<file path="src/hw/rtl/twtlc_pkg.sv">
`timescale 1ns / 1ps
`default_nettype none
// ----------------------------------------------------------------------------
// twtlc_pkg
// Types and constants shared by the two-way traffic light controller.
// ----------------------------------------------------------------------------
package twtlc_pkg;

  // Lamp bit positions within the six-bit lamp pattern
  localparam int unsigned LampR1 = 0;
  localparam int unsigned LampY1 = 1;
  localparam int unsigned LampG1 = 2;
  localparam int unsigned LampR2 = 3;
  localparam int unsigned LampY2 = 4;
  localparam int unsigned LampG2 = 5;

  // Phase codes
  localparam logic [2:0] PH_ONE_GREEN   = 3'd0;
  localparam logic [2:0] PH_ONE_YELLOW  = 3'd1;
  localparam logic [2:0] PH_TWO_GREEN   = 3'd2;
  localparam logic [2:0] PH_TWO_YELLOW  = 3'd3;
  localparam logic [2:0] PH_HANDOVER    = 3'd4;

  // Command codes
  localparam logic [1:0] CMD_NONE       = 2'd0;
  localparam logic [1:0] CMD_HEAD_ONE   = 2'd1;
  localparam logic [1:0] CMD_HEAD_TWO   = 2'd2;

  // Register indexes (byte address / 4)
  localparam logic [2:0] REG_DARK_THRESHOLD = 3'd0;
  localparam logic [2:0] REG_GREEN_TICKS    = 3'd1;
  localparam logic [2:0] REG_YELLOW_TICKS   = 3'd2;
  localparam logic [2:0] REG_HANDOVER_TICKS = 3'd3;
  localparam logic [2:0] REG_FLASH_TICKS    = 3'd4;

  // Register reset values
  localparam logic [11:0] DARK_THRESHOLD_RST = 12'd300;
  localparam logic [7:0]  GREEN_TICKS_RST    = 8'd3;
  localparam logic [7:0]  YELLOW_TICKS_RST   = 8'd1;
  localparam logic [7:0]  HANDOVER_TICKS_RST = 8'd1;
  localparam logic [7:0]  FLASH_TICKS_RST    = 8'd1;

  // Result of applying a phase
  typedef struct packed {
    logic [5:0] lamps;
    logic [2:0] next_phase;
    logic [7:0] countdown;
  } phase_apply_t;

endpackage
`default_nettype wire

</file>
<file path="src/hw/rtl/two_way_traffic_light_controller_core.sv">
`timescale 1ns / 1ps
`default_nettype none
// Each accepted input yields a result registered onto m_tdata. Throughput:
// one item per cycle while s_tready is high; the whole phase/flash update is
// a single pass of logic from the state registers into the result register,
// and a skid register keeps the input side open while a result waits downstream.
// Reset (synchronous, active high): registers to defaults, phase zero applied
// (head one green, head two red, phase one pending), day mode, buffers empty.
// ----------------------------------------------------------------------------
// two_way_traffic_light_controller_core
// Five-phase two-head traffic light sequencer with night flashing mode,
// stream in/out and an APB register port.
// ----------------------------------------------------------------------------
module two_way_traffic_light_controller_core (
  input  wire logic        clk,
  input  wire logic        rst,
  // APB register port
  input  wire logic        psel,
  input  wire logic        penable,
  input  wire logic        pwrite,
  input  wire logic [4:0]  paddr,
  input  wire logic [31:0] pwdata,
  output logic      [31:0] prdata,
  output logic             pready,
  // input stream
  input  wire logic        s_tvalid,
  output logic             s_tready,
  input  wire logic [15:0] s_tdata,   // light_level[11:0], command[13:12], time_tick[14]
  // result stream
  output logic             m_tvalid,
  input  wire logic        m_tready,
  output logic      [7:0]  m_tdata    // red_one, yellow_one, green_one, red_two,
                                      // yellow_two, green_two, night_active [6]
);
  import twtlc_pkg::*;

  // configuration registers
  logic [11:0] dark_threshold;
  logic [7:0]  green_ticks;
  logic [7:0]  yellow_ticks;
  logic [7:0]  handover_ticks;
  logic [7:0]  flash_ticks;

  // controller state
  logic [2:0]  next_phase, next_phase_next;
  logic [7:0]  phase_countdown, phase_countdown_next;
  logic [5:0]  lamp_pattern, lamp_pattern_next;
  logic        night_mode, night_mode_next;
  logic [7:0]  flash_countdown, flash_countdown_next;
  logic        flash_level, flash_level_next;

  // output register and skid stage
  logic        out_valid;
  logic [6:0]  out_data;
  logic        skid_valid;
  logic [6:0]  skid_data;
  logic [6:0]  result;

  logic        in_acc;
  logic        out_acc;
  logic        cfg_wr;
  logic [2:0]  cfg_idx;

  logic [11:0] light_level;
  logic [1:0]  command;
  logic        time_tick;

  assign light_level = s_tdata[11:0];
  assign command     = s_tdata[13:12];
  assign time_tick   = s_tdata[14];

  function automatic phase_apply_t apply_phase(
    input logic [2:0] phase,
    input logic [5:0] lamps,
    input logic [7:0] g_ticks,
    input logic [7:0] y_ticks,
    input logic [7:0] h_ticks
  );
    phase_apply_t r;
    r.lamps = lamps;
    case (phase)
      PH_ONE_YELLOW: begin
        r.lamps[2:0]  = 3'b000;
        r.lamps[LampY1] = 1'b1;
        r.next_phase  = PH_TWO_GREEN;
        r.countdown   = y_ticks;
      end
      PH_TWO_GREEN: begin
        r.lamps       = 6'b000000;
        r.lamps[LampR1] = 1'b1;
        r.lamps[LampG2] = 1'b1;
        r.next_phase  = PH_TWO_YELLOW;
        r.countdown   = g_ticks;
      end
      PH_TWO_YELLOW: begin
        r.lamps[5:3]  = 3'b000;
        r.lamps[LampY2] = 1'b1;
        r.next_phase  = PH_HANDOVER;
        r.countdown   = y_ticks;
      end
      PH_HANDOVER: begin
        r.lamps       = 6'b000000;
        r.lamps[LampR2] = 1'b1;
        r.lamps[LampG1] = 1'b1;
        r.next_phase  = PH_ONE_GREEN;
        r.countdown   = h_ticks;
      end
      default: begin
        r.lamps       = 6'b000000;
        r.lamps[LampG1] = 1'b1;
        r.lamps[LampR2] = 1'b1;
        r.next_phase  = PH_ONE_YELLOW;
        r.countdown   = g_ticks;
      end
    endcase
    return r;
  endfunction

  // ---------------------------------------------------------------- handshakes
  assign s_tready = !skid_valid;
  assign in_acc   = s_tvalid && s_tready;
  assign out_acc  = out_valid && m_tready;
  assign m_tvalid = out_valid;
  assign m_tdata  = {1'b0, out_data};

  // ---------------------------------------------------------------- registers
  assign pready  = 1'b1;
  assign cfg_wr  = psel && penable && pwrite && pready;
  assign cfg_idx = paddr[4:2];

  always_ff @(posedge clk) begin
    if (rst) begin
      dark_threshold <= DARK_THRESHOLD_RST;
      green_ticks    <= GREEN_TICKS_RST;
      yellow_ticks   <= YELLOW_TICKS_RST;
      handover_ticks <= HANDOVER_TICKS_RST;
      flash_ticks    <= FLASH_TICKS_RST;
    end else if (cfg_wr) begin
      case (cfg_idx)
        REG_DARK_THRESHOLD: dark_threshold <= pwdata[11:0];
        REG_GREEN_TICKS:    green_ticks    <= pwdata[7:0];
        REG_YELLOW_TICKS:   yellow_ticks   <= pwdata[7:0];
        REG_HANDOVER_TICKS: handover_ticks <= pwdata[7:0];
        REG_FLASH_TICKS:    flash_ticks    <= pwdata[7:0];
        default: ;
      endcase
    end
  end

  always_comb begin
    case (cfg_idx)
      REG_DARK_THRESHOLD: prdata = {20'd0, dark_threshold};
      REG_GREEN_TICKS:    prdata = {24'd0, green_ticks};
      REG_YELLOW_TICKS:   prdata = {24'd0, yellow_ticks};
      REG_HANDOVER_TICKS: prdata = {24'd0, handover_ticks};
      REG_FLASH_TICKS:    prdata = {24'd0, flash_ticks};
      default:            prdata = 32'd0;
    endcase
  end

  // ---------------------------------------------------------------- next state
  always_comb begin
    phase_apply_t ap;
    ap                   = '0;
    next_phase_next      = next_phase;
    phase_countdown_next = phase_countdown;
    lamp_pattern_next    = lamp_pattern;
    night_mode_next      = night_mode;
    flash_countdown_next = flash_countdown;
    flash_level_next     = flash_level;

    // tick acts first on the prior state
    if (time_tick) begin
      if (night_mode) begin
        if (flash_countdown <= 8'd1) begin
          flash_level_next     = !flash_level;
          flash_countdown_next = flash_ticks;
        end else begin
          flash_countdown_next = flash_countdown - 8'd1;
        end
      end else if (phase_countdown <= 8'd1) begin
        ap = apply_phase(next_phase, lamp_pattern, green_ticks, yellow_ticks,
                         handover_ticks);
        lamp_pattern_next    = ap.lamps;
        next_phase_next      = ap.next_phase;
        phase_countdown_next = ap.countdown;
      end else begin
        phase_countdown_next = phase_countdown - 8'd1;
      end
    end

    // command darkens the heads and picks the pending phase
    if (command == CMD_HEAD_ONE || command == CMD_HEAD_TWO) begin
      lamp_pattern_next = 6'b000000;
      flash_level_next  = 1'b0;
      next_phase_next   = (command == CMD_HEAD_ONE) ? PH_ONE_GREEN : PH_TWO_GREEN;
    end

    // light comparison last
    if (light_level <= dark_threshold) begin
      if (!night_mode) begin
        night_mode_next      = 1'b1;
        lamp_pattern_next    = 6'b000000;
        flash_level_next     = 1'b0;
        flash_countdown_next = flash_ticks;
      end
    end else if (night_mode) begin
      night_mode_next      = 1'b0;
      ap = apply_phase(next_phase_next, 6'b000000, green_ticks, yellow_ticks,
                       handover_ticks);
      lamp_pattern_next    = ap.lamps;
      next_phase_next      = ap.next_phase;
      phase_countdown_next = ap.countdown;
    end

    if (night_mode_next) begin
      result = {1'b1, 1'b0, flash_level_next, 2'b00, flash_level_next, 1'b0};
    end else begin
      result = {1'b0, lamp_pattern_next};
    end
  end

  always_ff @(posedge clk) begin
    if (rst) begin
      next_phase      <= PH_ONE_YELLOW;
      phase_countdown <= GREEN_TICKS_RST;
      lamp_pattern    <= 6'b001100;  // head one green, head two red
      night_mode      <= 1'b0;
      flash_countdown <= 8'd0;
      flash_level     <= 1'b0;
    end else if (in_acc) begin
      next_phase      <= next_phase_next;
      phase_countdown <= phase_countdown_next;
      lamp_pattern    <= lamp_pattern_next;
      night_mode      <= night_mode_next;
      flash_countdown <= flash_countdown_next;
      flash_level     <= flash_level_next;
    end
  end

  // ---------------------------------------------------------------- output side
  always_ff @(posedge clk) begin
    if (rst) begin
      out_valid  <= 1'b0;
      skid_valid <= 1'b0;
    end else if (out_acc) begin
      if (skid_valid) begin
        skid_valid <= 1'b0;
      end else begin
        out_valid <= in_acc;
      end
    end else if (in_acc) begin
      if (out_valid) begin
        skid_valid <= 1'b1;
      end else begin
        out_valid <= 1'b1;
      end
    end
  end

  always_ff @(posedge clk) begin
    if (out_acc) begin
      // advance the skid entry, or take the fresh result straight through
      out_data <= skid_valid ? skid_data : result;
    end else if (in_acc && !out_valid) begin
      out_data <= result;
    end
    if (in_acc && out_valid && !out_acc) begin
      skid_data <= result;  // hold the new result while the old one waits
    end
  end

  // ---------------------------------------------------------------- assertions
  assert property (@(posedge clk) disable iff (rst) skid_valid |-> out_valid)
    else $error("skid entry present with empty output register");

  assert property (@(posedge clk) disable iff (rst)
    (out_valid && out_data[6]) |->
      (!out_data[LampR1] && !out_data[LampG1] && !out_data[LampR2] && !out_data[LampG2]))
    else $error("red or green lamp on in night mode");

  assert property (@(posedge clk) disable iff (rst)
    !(lamp_pattern[LampG1] && lamp_pattern[LampG2]))
    else $error("both heads green");

  assert property (@(posedge clk) disable iff (rst) next_phase <= PH_HANDOVER)
    else $error("pending phase out of range");

endmodule
`default_nettype wire
</file>
<file path="config.mk">
export PLATFORM = sky130hd
export DESIGN_NAME = two_way_traffic_light_controller_core
export DESIGN_NICKNAME = d
export VERILOG_FILES = /design/src/hw/rtl/twtlc_pkg.sv /design/src/hw/rtl/two_way_traffic_light_controller_core.sv
export SDC_FILE = /design/constraint.sdc
export NUM_CORES = 1
export LEC_CHECK = 0
export ABC_AREA = 0
export BUFFER_PORTS_ARGS = -buffer_cell sky130_fd_sc_hd__buf_4
export CAP_MARGIN = 20
export CORE_MARGIN = 10
export CORE_UTILIZATION = 46
export CTS_CLUSTER_SIZE = 12
export DETAILED_ROUTE_END_ITERATION = 10
export PLACE_DENSITY = 0.71
export RECOVER_POWER = 100
export SYNTH_ARGS = -nofsm -noshare
export SYNTH_HDL_FRONTEND = slang
export SYNTH_SLANG_ARGS = --single-unit
</file>
<file path="constraint.sdc">
create_clock -name clk -period 2.3 [get_ports clk]
set_input_delay 0.115 -clock clk [delete_from_list [all_inputs] [get_ports clk]]
set_output_delay 0.115 -clock clk [all_outputs]
set_load 0.005 [all_outputs]
</file>
==> results of run 1 <==
[Yosys cell counts, drive strengths merged (6+ instances only)]
cell    number  area [µm²]
o21ai       35         179
mux2i       58         581
nand3       13        65.1
o31ai        7        52.6
a211oi       6        45.0
a22oi        8        60.1
buf         33         255
and2         8        50.1
clkbuf      28         115
nor2        81         304
nand2       67         251
nand2b       6        37.5
inv         24        90.1
nand4        9        56.3
a21oi       51         255
o211ai      12        90.1
ha          17         213
nor3        19         100
dfxtp       73        1460
a31oi       12        90.1
edfxtp      14         420
mux2         9         101
nor4         7        58.8
o22ai       10        68.8
[metrics by stage]
stage	hold slack, ns	std cells
finish	0.000853	975
global route	0.0337	975
CTS	0.000410	964
detailed placement	0.329	931
global placement	0.322	931
floorplan	0.215	697
[tightest hold or removal path, stage by stage]
cell and delay, ns:
buf_4 0.11, nand2_1 0.05, a21oi_1 0.05
[logic make-up after synthesis]
logic type,synth area share
AOI/OAI and AO/OA,0.213
and+or+nand+nor,0.200
DFF,0.338
xor gates and xnor gates,0.00315
other,0.00135
buffers and inverters,0.0835
adders and majority gates,0.0383
muxes,0.123
[metal layers]
metal,vias up,share of wire
met5,-,0
met4,0,0.029
met3,43,0.061
met2,229,0.49
met1,2730,0.42
li1,2711,-
[worst min path at each step]
stage	startpoint	to	cells past startpoint
final	pwdata[11]	dark_threshold[11]$_SDFFE_PP0P_	3
after global routing	pwdata[11]	dark_threshold[11]$_SDFFE_PP0P_	3
after global placement	m_tready	skid_valid$_SDFFE_PP0P_	2
after detailed placement	m_tready	skid_valid$_SDFFE_PP0P_	2
after floorplan	m_tready	skid_valid$_SDFFE_PP0P_	1
after CTS	pwdata[11]	dark_threshold[11]$_SDFFE_PP0P_	3
[timing repair]
action                                  in CTS  in global routing
pin swaps                                   22                 38
hold buffers                                 3                  0
hold endpoints to repair                     3                  0
endpoints found under the setup margin      24                 40
buffers inserted                            14                 12
resized for setup                           33                 74
[flip-flops by register name (all words and copies together), names as in the netlist]
register and flops:
lamp_pattern 6, flash_ticks 8, out_data 7, m_tvalid 1, flash_level 1, skid_valid 1
phase_countdown 8, flash_countdown 8, skid_data 7, night_mode 1, green_ticks 8, dark_threshold 12
yellow_ticks 8, next_phase 3, handover_ticks 8
[layout make-up]
| cell class | count | area [µm²] | share of cell area |
|---|---|---|---|
| Multi-Input combinational cell | 524 | 3780 | 0.497 |
| Inverter | 25 | 96.3 | 0.0127 |
| Tap cell | 147 | 184 | 0.0242 |
| Clock inverter | 7 | 53.8 | 0.00707 |
| Sequential cell | 87 | 1900 | 0.250 |
| Clock buffer | 9 | 225 | 0.0296 |
| Timing Repair Buffer | 176 | 1370 | 0.179 |
[report_power, final]
part / switching (W) / internal [W]
Combinational: 0.000569 / 0.000484
Clock: 0.000686 / 0.000743
Sequential: 0.0000457 / 0.00161
Total: 0.00130 / 0.00284
==> results.json, run 1 <==
{
  "cts_tree": "done",
  "cp_max_fo": 4,
  "drc": 0,
  "grt_usage": 0.207,
  "cp_slowest_cell": "o31a_1",
  "crit_cells": 10,
  "hpwl_um": 13100,
  "slew_headroom": -0.00615,
  "pre_cts_slack_ns": -0.165,
  "power.density_nw_per_um2": 544,
  "synth_edf_count": 14,
  "h-tree-depth": 3,
  "mostFrequentLayoutCells": "133 x buf_4, 71 x nor2_1, 64 x nand2_1",
  "setup_ws_ns": -0.148,
  "p_leak_nw": 3.02,
  "vdd_drop_max_mv": 0.427,
  "period_needed_ns": 2.45,
  "crit_chain": "inv_2 > ha_4 > nor2b_4 > o211ai_1 > a21oi_4 > buf_6 > o31a_1 > nand3_2 > nand3_2 > mux2_4",
  "grt_max_degree": 51,
  "clock_sinks": 87,
  "drt-initial-drc-count": 390,
  "dpl-instance-area_um2": 6730,
  "coreArea_um2": 11900,
  "tns_ns": -1.19,
  "synth_seq_cells": 87,
  "wl_um": 18200,
  "netlist_area_um2": 5560,
  "violations": "capacitance limit, slew limit, setup timing",
  "synthFlopType": "dfxtp_1",
  "ios": 103,
  "seq_area_frac_synth": 0.338,
  "path_clk_slew_ns": 0.07,
  "crit_type": "reg2reg",
  "worstSetupStartpoint": "dark_threshold[1]$_SDFFE_PP0P_",
  "drtAntennaViolNets": 0,
  "crit_arrival_ns": 2.56,
  "die_y_um": 130,
  "fmax_mhz": 409,
  "diodes": 0,
  "finalHoldViolations": 0,
  "area_delta_synth_final_pct": 36.8,
  "timing.rr.start": "dark_threshold[1]$_SDFFE_PP0P_",
  "cp_top_family": "compound AO/OA/AOI/OAI gates",
  "syn_inst": 677,
  "slew_viol_final": 23,
  "drive_gt1_frac": 0.361,
  "initial_core_util": 0.467,
  "r2r_slack_ns": -0.15,
  "grt_pass1_wl_um": 27800,
  "rows": 40,
  "drt_pass1_iterations": 5,
  "port_buffers": 57,
  "fill_cells": 992,
  "die_x_um": 130,
  "worstMarginPinSlew_ns": 1.51,
  "cp-end-kind": "register",
  "worst_path_most_repeated_cell": "nand3_2",
  "power.total_w": 0.00414,
  "yosysWarnings": 0,
  "grt_pass1_vias": 5408,
  "status": "complete, but fails checks",
  "maxCapViolations": 1,
  "gp_congestion": 0.909,
  "grtUsageMet3": 0.0402,
  "min_path_type": "in2reg",
  "clockBufferDepth": 2,
  "num_vias": 5713,
  "clock_latency_ns": 0.36,
  "design_area_um2": 7610,
  "layout.nets": 900,
  "critical-path-max-stage-delay_ns": 0.37,
  "cts_buffers": 9,
  "reg2reg_to": "out_data[1]$_DFFE_PP_",
  "grt_use_met1": 0.255,
  "use_met2": 0.345,
  "cts_root_buf": "clkbuf_16",
  "fin_skew_ns": 0.00854,
  "wl_per_cell_um": 18.7,
  "critPathBufInv": 2,
  "startpoint_type": "register",
  "endpoint": "out_data[1]$_DFFE_PP_",
  "period_share": 1.06,
  "setup_viol": 18,
  "postSynthAreaPerCell_um2": 8.21,
  "dieArea_um2": 16900,
  "synthArstFlopShare": 0,
  "reg2reg_depth": 10,
  "final_common_cell": "buf_4",
  "viasPerCell": 5.86,
  "ys_types": 68,
  "antenna_found_initial": 0,
  "overflow": 0,
  "postLayoutCoreUtil": 0.639,
  "cp_data_required_time_ns": 2.41,
  "grt_busiest_layer": "met2",
  "rsz0062_at_grt": "yes"
}
(Power assumes the default switching activity.)
==> run 2, diff against run 1 <==
--- a/config.mk
+++ b/config.mk
@@ -8,11 +8,12 @@
 export ABC_AREA = 0
 export BUFFER_PORTS_ARGS = -buffer_cell sky130_fd_sc_hd__buf_4
 export CAP_MARGIN = 20
+export CORE_ASPECT_RATIO = 1.75
 export CORE_MARGIN = 10
 export CORE_UTILIZATION = 46
 export CTS_CLUSTER_SIZE = 12
 export DETAILED_ROUTE_END_ITERATION = 10
-export PLACE_DENSITY = 0.71
+export PLACE_DENSITY = 0.73
 export RECOVER_POWER = 100
 export SYNTH_ARGS = -nofsm -noshare
 export SYNTH_HDL_FRONTEND = slang
==> constraint.sdc (replaced) <==
create_clock -name clk -period 2.1 [get_ports clk]
set_input_delay 0.105 -clock clk [delete_from_list [all_inputs] [get_ports clk]]
set_output_delay 0.105 -clock clk [all_outputs]
set_load 0.005 [all_outputs]
==> run 2 against run 1 <==
The flow finishes with violations (hold timing, setup timing). Register-to-register slack got worse by 0.16 ns. Highest routed layer unchanged. Sequential share of layout area fell by 0.98 points. First-iteration DRC count fell by 13%. Global-route usage rose by 3.2 points. Combinational power rose by 24%. Sequential power increased by 10%. Critical path type unchanged.
==> results.json, run 2 (synthesis results as in run 1) <==
{
  "status": "complete, but fails checks",
  "violations": "hold timing, setup timing",
  "drt-initial-drc-count": 338,
  "gp_congestion": 0.980,
  "clock_latency_ns": 0.36,
  "cts_root_buf": "clkbuf_16",
  "drive_gt1_frac": 0.406,
  "diodes": 0,
  "setup_viol": 42,
  "startpoint_type": "register",
  "largest_reg_flops": 12,
  "grt_busiest_layer": "met2",
  "worst_path_most_repeated_cell": "buf_4",
  "cp_max_fo": 5,
  "period_needed_ns": 2.41,
  "crit_arrival_ns": 2.69,
  "period_share": 1.15,
  "dpl.cell_count": 932,
  "cts_buffers": 9,
  "antenna_found_initial": 0,
  "postLayoutCoreUtil": 0.665,
  "regArea_um2": 1900,
  "viasPerCell": 6.03,
  "drt_pass1_iterations": 5,
  "path_clk_slew_ns": 0.07,
  "power.density_nw_per_um2": 586,
  "grt_usage": 0.239,
  "die_y_um": 165,
  "hpwl_um": 14900,
  "design_area_um2": 7930,
  "fin_cells": 974,
  "crit_chain": "inv_2 > ha_4 > nand3_2 > or3_4 > a21oi_4 > buf_4 > nor4_4 > buf_4 > buf_4 > o21bai_1 > a21oi_1 > nor3_1",
  "ios": 103,
  "num_vias": 5870,
  "die_x_um": 103,
  "wl_per_cell_um": 21.3,
  "grt_pass1_vias": 6072,
  "area_delta_synth_final_pct": 42.7,
  "setup_ws_ns": -0.309,
  "fill_cells": 937,
  "cp-end-kind": "register",
  "rows": 53,
  "slew_headroom": 0.0439,
  "overflow": 0,
  "multiInputGateArea_um2": 4030,
  "grt_pass1_wl_um": 31700,
  "drc": 0,
  "rsz0062_at_grt": "yes",
  "initial_core_util": 0.466,
  "cp_slowest_cell": "or3_4",
  "wl_um": 20700,
  "dpl-instance-area_um2": 6830,
  "worstMarginPinSlew_ns": 1.43,
  "slew_viol_final": 0,
  "min_path_type": "in2reg",
  "port_buffers": 57,
  "crit_type": "reg2reg",
  "dieArea_um2": 17100,
  "power.total_w": 0.00465,
  "final_common_cell": "buf_4",
  "p_leak_nw": 3.16,
  "finalHoldViolations": 2,
  "cts_tree": "done",
  "maxCapViolations": 0,
  "grt_max_degree": 39,
  "clock_sinks": 87,
  "layout.nets": 909,
  "coreArea_um2": 11900,
  "fmax_mhz": 415,
  "h-tree-depth": 3,
  "use_met2": 0.442,
  "cp_data_required_time_ns": 2.38,
  "drtAntennaViolNets": 0,
  "grtUsageMet3": 0.0337,
  "fin_skew_ns": 0.00962,
  "clockBufferDepth": 2,
  "mostFrequentLayoutCells": "141 x buf_4, 69 x nor2_1, 63 x nand2_1",
  "grt_use_met1": 0.237,
  "critical-path-max-stage-delay_ns": 0.42,
  "vdd_drop_max_mv": 0.467,
  "top_register": "dark_threshold",
  "whs_ns": -0.00827
}
run 2: what timing repair did:
action / in CTS / in global routing
hold buffers: 2 / 0
pin swaps: 37 / 42
hold endpoints to repair: 2 / 0
buffers inserted: 13 / 12
resized for setup: 75 / 77
endpoints found under the setup margin: 41 / 41
run 2: per-layer routing:
metal	part of all wire	vias to the layer above
met4	0.068	0
met2	0.53	251
met3	0.052	88
met5	0	-
li1	-	2723
met1	0.35	2808
run 2: report_power, final:
| part | total [W] | switching (W) | internal (W) |
|---|---|---|---|
| sequential | 0.00183 | 0.0000586 | 0.00177 |
| combinational | 0.00130 | 0.000707 | 0.000589 |
| clock | 0.00153 | 0.000721 | 0.000805 |
| total | 0.00465 | 0.00149 | 0.00316 |
run 2: path summary, 6_finish.rpt:
kind,start,end,slack [ns],cells past startpoint
hold reg to reg,flash_level$_SDFFE_PP0P_,flash_level$_SDFFE_PP0P_,0.48,2
setup / recovery,dark_threshold[10]$_SDFFE_PP0P_,flash_countdown[6]$_SDFFE_PP0P_,-0.31,12
setup reg to reg,dark_threshold[10]$_SDFFE_PP0P_,flash_countdown[6]$_SDFFE_PP0P_,-0.31,12
hold / removal,pwdata[11],dark_threshold[11]$_SDFFE_PP0P_,-0.008,3
run 2: area by class of cell:
class | instances | share of cell area
tap | 137 | 0.0216
timing repair buffer | 185 | 0.184
clock buffer | 9 | 0.0284
sequential | 87 | 0.240
inverter | 25 | 0.0121
multi-input combinational | 524 | 0.508
clock inverter | 7 | 0.00584
run 2: per-stage QoR:
stage	setup TNS, ns	hold slack, ns	worst slack, ns
6_report	-7.21	-0.00827	-0.309
5_1_grt	-11.66	0.00872	-0.390
4_1_cts	-5.71	0.00111	-0.250
3_5_place_dp	-8.73	0.318	-0.424
3_3_place_gp	-6.45	0.312	-0.342
2_1_floorplan	-2.82	0.205	-0.203
run 2: worst max-delay path, delay by kind of cell (launching register included):
family	cells	cell delay [ns]
compound gates	3	0.51
fa+ha+maj	1	0.26
buf+inv	4	0.49
flops	1	0.34
simple gates	4	0.74
